$ cat src/socks5_method_and_userpass_auth_unit_assert.svh
// Assertion macros for the SOCKS5 negotiation unit.
// Used by socks5_method_and_userpass_auth_unit; needs clock and reset in scope.
`ifndef SOCKS5_METHOD_AND_USERPASS_AUTH_UNIT_ASSERT_SVH
`define SOCKS5_METHOD_AND_USERPASS_AUTH_UNIT_ASSERT_SVH

// Same-cycle implication
`define S5A_ASSERT_IMP(lbl, ante, cons, msg) \
   lbl: assert property (@(posedge clock) disable iff (reset) (ante) |-> (cons)) \
      else $error(msg);

// Next-cycle implication
`define S5A_ASSERT_NXT(lbl, ante, cons, msg) \
   lbl: assert property (@(posedge clock) disable iff (reset) (ante) |=> (cons)) \
      else $error(msg);

`endif

$ cat src/s5auth_pkg.sv
// Types and constants for the SOCKS5 method and user/password negotiation unit.
// No dependencies.
`default_nettype none

package s5auth_pkg;

   // Protocol constants
   localparam logic [7:0] PROTO_V5        = 8'h05;
   localparam logic [7:0] METHOD_NONE     = 8'h00;
   localparam logic [7:0] METHOD_PASSWORD = 8'h02;
   localparam logic [7:0] METHOD_REFUSED  = 8'hFF;
   localparam logic [7:0] AUTH_VER        = 8'h01;
   localparam logic [7:0] AUTH_OK         = 8'h00;
   localparam logic [7:0] AUTH_FAIL       = 8'h01;

   // Session outcome codes
   localparam logic [1:0] OUT_CONT   = 2'd0;
   localparam logic [1:0] OUT_ACCEPT = 2'd1;
   localparam logic [1:0] OUT_REJECT = 2'd2;

   // Register indexes on the configuration port
   localparam logic [2:0] REG_AUTH_REQUIRED    = 3'd0;
   localparam logic [2:0] REG_USER_NAME_BYTES  = 3'd1;
   localparam logic [2:0] REG_USER_NAME_LENGTH = 3'd2;
   localparam logic [2:0] REG_PASS_WORD_BYTES  = 3'd3;
   localparam logic [2:0] REG_PASS_WORD_LENGTH = 3'd4;

   // Negotiation phases
   typedef enum logic [3:0] {
      PH_VER     = 4'd0,
      PH_NMETH   = 4'd1,
      PH_METHODS = 4'd2,
      PH_AVER    = 4'd3,
      PH_ULEN    = 4'd4,
      PH_UNAME   = 4'd5,
      PH_PLEN    = 4'd6,
      PH_PASS    = 4'd7,
      PH_DONE    = 4'd8
   } phase_type;

   // Input item
   typedef struct packed {
      logic [7:0] rx_byte;
      logic       new_session;
   } req_item_type;

   // Result item
   typedef struct packed {
      logic       has_byte;
      logic [7:0] reply_byte;
      logic       last_of_run;
      logic [1:0] outcome;
   } rsp_item_type;

endpackage

`default_nettype wire

$ cat src/socks5_method_and_userpass_auth_unit.sv
// The first result of an item is valid the cycle after the item is accepted; a second
// result follows once the first is taken. One item per cycle while the result side does
// not stall; an item with two results holds the input until its second result is taken.
// Bytes after a finished session are taken with no result. Synchronous active-high reset
// clears the session state, the result buffer flags and the registers to their defaults.
// Depends on s5auth_pkg and socks5_method_and_userpass_auth_unit_assert.svh.
`default_nettype none
`include "socks5_method_and_userpass_auth_unit_assert.svh"

module socks5_method_and_userpass_auth_unit #(
   parameter int CRED_BYTES = 8
) (
   input  wire                        clock,
   input  wire                        reset,
   // input channel
   input  wire                        req_valid,
   output logic                       req_stall,
   input  s5auth_pkg::req_item_type   req_payload,
   // result channel
   output logic                       rsp_valid,
   input  wire                        rsp_stall,
   output s5auth_pkg::rsp_item_type   rsp_payload,
   // configuration port
   input  wire                        psel,
   input  wire                        penable,
   input  wire                        pwrite,
   input  wire  [5:0]                 paddr,
   input  wire  [63:0]                pwdata,
   output logic [63:0]                prdata,
   output logic                       pready
);

   import s5auth_pkg::*;

   localparam int CRED_W = 8 * CRED_BYTES;

   // Configuration registers
   logic              auth_required_ff;
   logic [CRED_W-1:0] user_bytes_ff;
   logic [3:0]        user_len_ff;
   logic [CRED_W-1:0] pass_bytes_ff;
   logic [3:0]        pass_len_ff;

   // Session state
   phase_type   phase_ff, phase_in;
   logic [7:0]  remaining_ff, remaining_in;
   logic        method_found_ff, method_found_in;
   logic [7:0]  field_pos_ff, field_pos_in;
   logic        user_match_ff, user_match_in;
   logic        pass_match_ff, pass_match_in;

   // Result buffer: slot0 is presented, slot1 holds the second result of a pair
   rsp_item_type slot0_ff, slot1_ff;
   logic         rsp_valid_ff, slot1_valid_ff;

   // Per-item combinational results
   rsp_item_type res0, res1;
   logic [1:0]   nres;

   logic       in_take, out_take, cfg_wr;
   logic [2:0] reg_idx;
   logic [7:0] b;
   phase_type  s_phase;
   logic [7:0] s_remaining, s_field_pos, rem_dec;
   logic       s_method_found, s_user_match, s_pass_match;
   logic [7:0] wanted;
   logic       user_byte_ok, pass_byte_ok;

   // Handshakes
   assign pready    = 1'b1;
   assign cfg_wr    = psel & penable & pwrite & pready;
   assign reg_idx   = paddr[5:3];
   assign out_take  = rsp_valid_ff & ~rsp_stall;
   assign req_stall = rsp_valid_ff & ~(out_take & ~slot1_valid_ff);
   assign in_take   = req_valid & ~req_stall;
   assign rsp_valid   = rsp_valid_ff;
   assign rsp_payload = slot0_ff;

   // Register read-back
   always_comb begin
      case (reg_idx)
         REG_AUTH_REQUIRED:    prdata = {63'd0, auth_required_ff};
         REG_USER_NAME_BYTES:  prdata = 64'(user_bytes_ff);
         REG_USER_NAME_LENGTH: prdata = {60'd0, user_len_ff};
         REG_PASS_WORD_BYTES:  prdata = 64'(pass_bytes_ff);
         REG_PASS_WORD_LENGTH: prdata = {60'd0, pass_len_ff};
         default:              prdata = 64'd0;
      endcase
   end

   // Register writes
   always_ff @(posedge clock) begin
      if (reset) begin
         auth_required_ff <= 1'b0;
         user_bytes_ff    <= '0;
         user_len_ff      <= 4'd1;
         pass_bytes_ff    <= '0;
         pass_len_ff      <= 4'd1;
      end else if (cfg_wr) begin
         case (reg_idx)
            REG_AUTH_REQUIRED:    auth_required_ff <= pwdata[0];
            REG_USER_NAME_BYTES:  user_bytes_ff    <= pwdata[CRED_W-1:0];
            REG_USER_NAME_LENGTH: user_len_ff      <= pwdata[3:0];
            REG_PASS_WORD_BYTES:  pass_bytes_ff    <= pwdata[CRED_W-1:0];
            REG_PASS_WORD_LENGTH: pass_len_ff      <= pwdata[3:0];
            default: ;
         endcase
      end
   end

   // Credential byte compare at the current field position (false past the stored bytes)
   always_comb begin
      user_byte_ok = 1'b0;
      pass_byte_ok = 1'b0;
      for (int k = 0; k < CRED_BYTES; k++) begin
         if (s_field_pos == 8'(k) && user_bytes_ff[8*k +: 8] == b) user_byte_ok = 1'b1;
         if (s_field_pos == 8'(k) && pass_bytes_ff[8*k +: 8] == b) pass_byte_ok = 1'b1;
      end
   end

   // Session state as seen by this item, cleared first on new_session
   always_comb begin
      b = req_payload.rx_byte;
      if (req_payload.new_session) begin
         s_phase        = PH_VER;
         s_remaining    = 8'd0;
         s_method_found = 1'b0;
         s_field_pos    = 8'd0;
         s_user_match   = 1'b1;
         s_pass_match   = 1'b1;
      end else begin
         s_phase        = phase_ff;
         s_remaining    = remaining_ff;
         s_method_found = method_found_ff;
         s_field_pos    = field_pos_ff;
         s_user_match   = user_match_ff;
         s_pass_match   = pass_match_ff;
      end
      rem_dec = s_remaining - 8'd1;
      wanted  = auth_required_ff ? METHOD_PASSWORD : METHOD_NONE;
   end

   // Next state and results for one item
   always_comb begin
      phase_in        = s_phase;
      remaining_in    = s_remaining;
      method_found_in = s_method_found;
      field_pos_in    = s_field_pos;
      user_match_in   = s_user_match;
      pass_match_in   = s_pass_match;

      // default: one silent result, session continuing
      nres             = 2'd1;
      res0.has_byte    = 1'b0;
      res0.reply_byte  = 8'd0;
      res0.last_of_run = 1'b1;
      res0.outcome     = OUT_CONT;
      res1.has_byte    = 1'b1;
      res1.reply_byte  = 8'd0;
      res1.last_of_run = 1'b1;
      res1.outcome     = OUT_CONT;

      case (s_phase)
         PH_VER: begin
            if (b != PROTO_V5) begin
               phase_in     = PH_DONE;
               res0.outcome = OUT_REJECT;
            end else begin
               phase_in = PH_NMETH;
            end
         end
         PH_NMETH: begin
            if (b == 8'd0) begin
               phase_in     = PH_DONE;
               res0.outcome = OUT_REJECT;
            end else begin
               remaining_in    = b;
               method_found_in = 1'b0;
               phase_in        = PH_METHODS;
            end
         end
         PH_METHODS: begin
            if (b == wanted) method_found_in = 1'b1;
            remaining_in = rem_dec;
            if (rem_dec == 8'd0) begin
               // method list complete: version byte then chosen method
               nres             = 2'd2;
               res0.has_byte    = 1'b1;
               res0.reply_byte  = PROTO_V5;
               res0.last_of_run = 1'b0;
               if (!method_found_in) begin
                  phase_in        = PH_DONE;
                  res1.reply_byte = METHOD_REFUSED;
                  res1.outcome    = OUT_REJECT;
               end else if (!auth_required_ff) begin
                  phase_in        = PH_DONE;
                  res1.reply_byte = METHOD_NONE;
                  res1.outcome    = OUT_ACCEPT;
               end else begin
                  phase_in        = PH_AVER;
                  res1.reply_byte = METHOD_PASSWORD;
               end
            end
         end
         PH_AVER: begin
            if (b != AUTH_VER) begin
               phase_in     = PH_DONE;
               res0.outcome = OUT_REJECT;
            end else begin
               phase_in = PH_ULEN;
            end
         end
         PH_ULEN: begin
            if (b == 8'd0) begin
               phase_in     = PH_DONE;
               res0.outcome = OUT_REJECT;
            end else begin
               remaining_in  = b;
               field_pos_in  = 8'd0;
               user_match_in = (b == {4'd0, user_len_ff});
               phase_in      = PH_UNAME;
            end
         end
         PH_UNAME: begin
            if (!user_byte_ok) user_match_in = 1'b0;
            field_pos_in = s_field_pos + 8'd1;
            remaining_in = rem_dec;
            if (rem_dec == 8'd0) phase_in = PH_PLEN;
         end
         PH_PLEN: begin
            if (b == 8'd0) begin
               phase_in     = PH_DONE;
               res0.outcome = OUT_REJECT;
            end else begin
               remaining_in  = b;
               field_pos_in  = 8'd0;
               pass_match_in = (b == {4'd0, pass_len_ff});
               phase_in      = PH_PASS;
            end
         end
         PH_PASS: begin
            if (!pass_byte_ok) pass_match_in = 1'b0;
            field_pos_in = s_field_pos + 8'd1;
            remaining_in = rem_dec;
            if (rem_dec == 8'd0) begin
               // credentials complete: auth version then status
               phase_in         = PH_DONE;
               nres             = 2'd2;
               res0.has_byte    = 1'b1;
               res0.reply_byte  = AUTH_VER;
               res0.last_of_run = 1'b0;
               if (s_user_match && pass_match_in) begin
                  res1.reply_byte = AUTH_OK;
                  res1.outcome    = OUT_ACCEPT;
               end else begin
                  res1.reply_byte = AUTH_FAIL;
                  res1.outcome    = OUT_REJECT;
               end
            end
         end
         default: begin
            // session finished: byte ignored
            phase_in = PH_DONE;
            nres     = 2'd0;
         end
      endcase
   end

   // Session state registers
   always_ff @(posedge clock) begin
      if (reset) begin
         phase_ff        <= PH_VER;
         remaining_ff    <= 8'd0;
         method_found_ff <= 1'b0;
         field_pos_ff    <= 8'd0;
         user_match_ff   <= 1'b1;
         pass_match_ff   <= 1'b1;
      end else if (in_take) begin
         phase_ff        <= phase_in;
         remaining_ff    <= remaining_in;
         method_found_ff <= method_found_in;
         field_pos_ff    <= field_pos_in;
         user_match_ff   <= user_match_in;
         pass_match_ff   <= pass_match_in;
      end
   end

   // Result buffer control
   always_ff @(posedge clock) begin
      if (reset) begin
         rsp_valid_ff   <= 1'b0;
         slot1_valid_ff <= 1'b0;
      end else if (in_take) begin
         rsp_valid_ff   <= (nres != 2'd0);
         slot1_valid_ff <= (nres == 2'd2);
      end else if (out_take) begin
         rsp_valid_ff   <= slot1_valid_ff;
         slot1_valid_ff <= 1'b0;
      end
   end

   // Result buffer payload
   always_ff @(posedge clock) begin
      if (in_take) begin
         slot0_ff <= res0;
         slot1_ff <= res1;
      end else if (out_take && slot1_valid_ff) begin
         slot0_ff <= slot1_ff;
      end
   end

   // Checks
   `S5A_ASSERT_IMP(a_slot1_behind_slot0, slot1_valid_ff, rsp_valid_ff,
      "second result held without a first")
   `S5A_ASSERT_IMP(a_pair_order, slot1_valid_ff,
      slot1_ff.last_of_run && !slot0_ff.last_of_run && slot0_ff.has_byte,
      "reply pair out of order")
   `S5A_ASSERT_IMP(a_silent_is_last, rsp_valid_ff && !slot0_ff.has_byte,
      slot0_ff.last_of_run && slot0_ff.outcome != OUT_ACCEPT,
      "silent result not final or claims acceptance")
   `S5A_ASSERT_NXT(a_done_sticks,
      in_take && phase_ff == PH_DONE && !req_payload.new_session,
      phase_ff == PH_DONE && !rsp_valid_ff,
      "finished session restarted or answered")

endmodule

`default_nettype wire

$ cat config.mk
export PLATFORM = sky130hd
export DESIGN_NAME = socks5_method_and_userpass_auth_unit
export DESIGN_NICKNAME = d
export VERILOG_FILES = /design/src/s5auth_pkg.sv /design/src/socks5_method_and_userpass_auth_unit.sv
export VERILOG_INCLUDE_DIRS = /design/src /design/src/src
export SDC_FILE = /design/constraint.sdc
export NUM_CORES = 1
export LEC_CHECK = 0
export ABC_AREA = 1
export ABC_CLOCK_PERIOD_IN_PS = 2600
export BUFFER_PORTS_ARGS = -buffer_cell sky130_fd_sc_hd__buf_2
export CAP_MARGIN = 20
export CORE_ASPECT_RATIO = 1.4
export CORE_UTILIZATION = 30
export DETAILED_ROUTE_END_ITERATION = 10
export SLEW_MARGIN = 20
export SYNTH_ARGS = -nofsm -noshare
export SYNTH_HDL_FRONTEND = slang
export SYNTH_SLANG_ARGS = --single-unit
$ cat constraint.sdc
create_clock -name clock -period 2.6 [get_ports clock]
set_input_delay 0.39 -clock clock [delete_from_list [all_inputs] [get_ports clock]]
set_output_delay 0.39 -clock clock [all_outputs]
set_load 0.01 [all_outputs]
### Word level (Yosys, flattened, before mapping)

Cells that the tools add are included.

| cells by class | value |
|---|---|
| add/sub/neg operators | 2 |
| equal/unequal tests | 40 |
| mux-type cells | 76 |
| bitwise operators | 10 |
| reduce and logical (&&, ||, !) cells | 37 |

Operators with widths:

| kind | number |
|---|---|
| one-hot mux 64 bit (5 select lines) | 1 |
| == test 8 bit | 17 |
| 2-to-1 mux 8 bit | 6 |
| one-hot mux 8 bit (2 select lines) | 3 |
| 2-to-1 mux 4 bit | 11 |
| 2-to-1 mux 1 bit | 34 |
| == test 8 x 3 -> 1 bit, second input constant | 4 |
| one-hot mux 4 bit (8 select lines) | 1 |
| logical NOT 8 bit | 3 |
| 2-to-1 mux 12 bit | 2 |
| 2-to-1 mux 10 bit | 2 |
| one-hot mux 10 bit (2 select lines) | 1 |
| logical AND 1 bit | 18 |
| 2-to-1 mux 2 bit | 9 |
| == test 4 x 3 -> 1 bit, second input constant | 4 |
| == test 8 x 2 -> 1 bit, second input constant | 2 |
| == test 8 x 4 -> 1 bit | 2 |
| AND reduction 2 bit | 5 |
| adder 8 x 1 -> 8 bit, second input constant | 1 |
| == test 4 x 2 -> 1 bit, second input constant | 2 |
| == test 8 x 1 -> 1 bit, second input constant | 1 |
| != test 8 x 1 -> 1 bit, second input constant | 1 |
| != test 8 x 3 -> 1 bit, second input constant | 1 |
| one-hot mux 2 bit (2 select lines) | 2 |
| 16 further kinds | 32 |

| word-level totals | value |
|---|---|
| bits in registers | 184 |
| input bits | 86 |
| output and inout bits | 79 |
| logic and storage cells | 184 |

### Logic depth before layout (Yosys ltp)

| depth | value |
|---|---|
| word-level depth | 17 |
| depth in mapped cells | 16 |
| mapped depth without buffers | 15 |

### Worst setup path after synthesis

OpenSTA, ideal clock, no wires.

| timing path | value |
|---|---|
| kind | input-to-reg |
| start | in req_payload[0] in the netlist's numbering |
| end | reg slot1_ff[1] in the netlist's numbering (data pin) |
| setup time | 0.147 ns |
| arrival | 1.906 ns |
| data required time | 2.453 ns |
| path slack | 0.547 ns |
| stages | 15 |
| path buffers | 1 |
| path through | inv_2 -> buf_6 -> nand2_1 -> ha_1 -> inv_1 -> nor2_1 -> nand3_1 -> nand2_1 -> nand2_1 -> nor2_1 -> nand3b_4 -> nor2_4 -> inv_2 -> nor2_4 -> o21bai_1 |

RTL lines:

| item | RTL line | RTL |
|---|---|---|
| start: declaration | socks5_method_and_userpass_auth_unit.sv:18 | `input s5auth_pkg::req_item_type req_payload,` |
| end signal: assignment | socks5_method_and_userpass_auth_unit.sv:306 | `slot1_ff <= res1;` |
| end: declaration | socks5_method_and_userpass_auth_unit.sv:53 | `rsp_item_type slot0_ff, slot1_ff;` |

### Worst setup path in the final report

| timing path | value |
|---|---|
| start | in paddr[4] |
| end | out prdata[47] |

| on the way | value |
|---|---|
| longest elaborated chain between the ends | 2 |
| elaborated cells between the ends (all ways) | 6 |
| classes of those cells | eq/ne: 4; mux: 1; reduce/logical: 1 |

Ends and longest elaborated chain:

| item | RTL line | RTL |
|---|---|---|
| start: declaration | socks5_method_and_userpass_auth_unit.sv:27 | `input wire [5:0] paddr,` |
| == test 3 bit, or another cell as far along | socks5_method_and_userpass_auth_unit.sv:81 | `case (reg_idx)` |
| one-hot mux 64 bit (5 select lines) * | socks5_method_and_userpass_auth_unit.sv:81 |  |
| end: declaration | socks5_method_and_userpass_auth_unit.sv:29 | `output logic [63:0] prdata,` |

Mark *: on every way between the ends. The rest lies on a longest branch, timed or not.

==> out/metrics.cfg <==
[global_route]
overflow=0
antenna_found_initial=3
grt-busiest-layer=met2
gr-usage-met3=0.0374
grtUsageTotal=0.199
grt_start_max_net_pins=85
grt_pass1_vias=9335
grt_first_pass_wirelength_um=51500
use_met1=0.236
use_met2=0.350

[power_and_ir_drop]
p_int_mw=4.61
clkPwrFrac=0.433
power.total_mw=6.24
power_frac_comb=0.119
leakage_nw=5.15
seq_power_share=0.449
ir_drop_mv=0.452
p_switching_mw=1.63
power_density_mw_per_mm2=529
sw_frac_of_total=0.261

[sta]
period_minus_slack_ns=2.20
drv_slew=0
setup_tns_ns=0
hold_viol=0
final-setup-viol-count=0
layout_setup_ws_ns=0.396
slew_headroom=0.508
fin_skew_ns=0.0124
max_freq_mhz=454
rsz0062_at_grt=no
period_share=0.848
worst_pin_slew_ns=0.738
holdWs_ns=0.186

[setup_path]
cp_max_fo=14
ff2ff_setup_slack_ns=0.56
reg2reg_to=rsp_payload[5]
reg2reg_from=remaining_ff[1]
crit_path_top_delay_cell=o21ai_0
cp_num_buf_inv=5
crit_top_cell=buf_2
max_stage_delay_ns=0.42
crit_chain=buf_2 > inv_1 > nor3_4 > inv_2 > buf_4 > o21ai_0 > buf_2
start_kind=input pin
arrival_ns=1.81
crit_family=buffers and inverters
critPathKind=input pin to output pin
required_ns=2.21
reg2reg_depth=12
worst_setup_path_end_kind=output pin

[clock_tree]
insertion_delay_ns=0.44
cts_hold_buf=0
cts_tree=built
cts_htree_levels=4
cts.repair.resized=0
cts-root-buf=clkbuf_16
cts_buffers=17
cts_setup_buffers=0
path_clk_slew_ns=0.07
cts.path.max_buffers=2
clock-sinks=174

[logic_synthesis]
ys.flop_type=dfxtp_1
synth_cell_types=49
yosysMostFrequentCell=nor2_1
syn_inst=1413
synth_top_area_share=0.330
synth_area_per_cell_um2=6.95
ys_top_cells_by_count=nor2_1, nand2_1, o21ai_0
synth_top_area_cell=dfxtp_1
syn_area_mm2=0.00983
syn-num-nets=1501
synth-edff-count=12
synth.yosys.warnings=0
async_flop_share=0
ys_seq_elements=174
synthTopCellsByArea=dfxtp_1, nor2_1, o21ai_0
seq_area_frac_synth=0.367

[placed_design]
hpwl_um=23400
place_area_mm2=0.0112
place_ws_ns=0.243
portBuffers=160
gp_congestion=0.859
placed_cells=1970

[outcome]
status=finished, final reports clean

[layout]
area_growth_pct=20.1
layout-drive-gt1-share=0.182
final_area_mm2=0.0118
fin_nets=1637
final_util=0.365
instances_no_fill=2001

[floorplan]
io_pins=165
rows=78
die-area_mm2=0.0335
fp.dieH_um=216
core_mm2=0.0323
start_util=0.304
die_w_um=155

[route]
wl_um=33000
antenna_left=0
drt_pass1_iterations=5
drcViolationCount=0
drtIter0Drc=655
wl_per_cell_um=16.5
viasPerCell=4.94
num_vias=9878

[flow_run]
drv_cap=0

[hold_path]
holdPathStages=3
min_from=pwdata[26]
hp-class=input pin to flop
hold_end=pass_bytes_ff[26]

## how the worst max path moves through the flow
stage,depth (start not counted),start,endpoint
2_1_floorplan,15,req_payload[0],slot1_ff[1]
3_3_place_gp,13,req_payload[0],slot1_ff[1]
3_5_place_dp,13,req_payload[0],rsp_payload[5]
4_1_cts,7,paddr[4],prdata[0]
5_1_grt,7,paddr[4],prdata[0]
6_report,7,paddr[4],prdata[47]
## layout make-up
class | instances | area [µm²]
diodes | 2 | 5.00
fillers | 3481 | 20500
well taps | 440 | 551
clock inverters | 9 | 135
repair buffers | 204 | 1190
inverters | 103 | 388
flip-flops and latches | 174 | 3600
clock buffers | 20 | 469
multi-input cells | 1049 | 5460
## placed cells by master (no fill, tap or decap), types with 3 or more instances in the layout
master / n
nor2_4: 4
bufinv_16: 3
nand4_1: 30
inv_1: 89
o211ai_1: 3
buf_4: 39
a21oi_1: 54
dfxtp_1: 162
a31oi_1: 10
a22o_1: 36
nand2_1: 219
a22oi_1: 3
nor3_1: 28
o22ai_1: 3
xnor2_1: 62
buf_2: 160
xor2_1: 47
o21ai_2: 4
o21ai_0: 185
inv_2: 13
nand3_1: 43
buf_12: 5
nor2_2: 10
clkbuf_16: 18
clkinvlp_4: 3
nor2_1: 272
edfxtp_1: 12
nand2_2: 8
## kinds of logic (layout without fill, tap and decap cells)
kind of cell,after synthesis,count (layout),share of synthesized area
AOI/OAI and AO/OA,310,310,0.180
xor gates and xnor gates,109,109,0.0972
adders and majority gates,2,2,0.00255
buffers and inverters,190,336,0.0791
DFF,174,174,0.367
other,1,3,0.000382
and+or+nand+nor,627,627,0.274
## state kept, by name (all words and copies together) (netlist names)
| name | flops |
|---|---|
| slot1_ff | 4 |
| pass_match_ff | 1 |
| slot1_valid_ff | 1 |
| phase_ff | 4 |
| pass_len_ff | 4 |
| user_match_ff | 1 |
| user_len_ff | 4 |
| rsp_valid | 1 |
| user_bytes_ff | 64 |
| pass_bytes_ff | 64 |
| field_pos_ff | 8 |
| rsp_payload | 8 |
| method_found_ff | 1 |
| remaining_ff | 8 |
| auth_required_ff | 1 |
## power by group through the flow
stage                     Sequential, mW  Clock (mW)  Combinational, mW
final                               2.80        2.70              0.740
after global routing                2.80        2.85              0.820
after CTS                           2.80        2.74              0.742
after detailed placement            2.86           0              0.738
after global placement              2.86           0              0.732
after floorplan                     2.85           0              0.462
## layer usage
layer	wire (µm)	part of all wire
met5	20	0.00061
met4	1160	0.035
met1	13700	0.42
met2	16400	0.50
met3	1680	0.051
## worst register-to-register path: cells and delay by family (launching register included)
family,cells,cell delay [ns]
AOI/OAI and AO/OA,1,0.17
buffers and inverters,2,0.14
DFF,1,0.35
adders and majority gates,1,0.17
and+or+nand+nor,8,1.05
(Power assumes the default switching activity.)
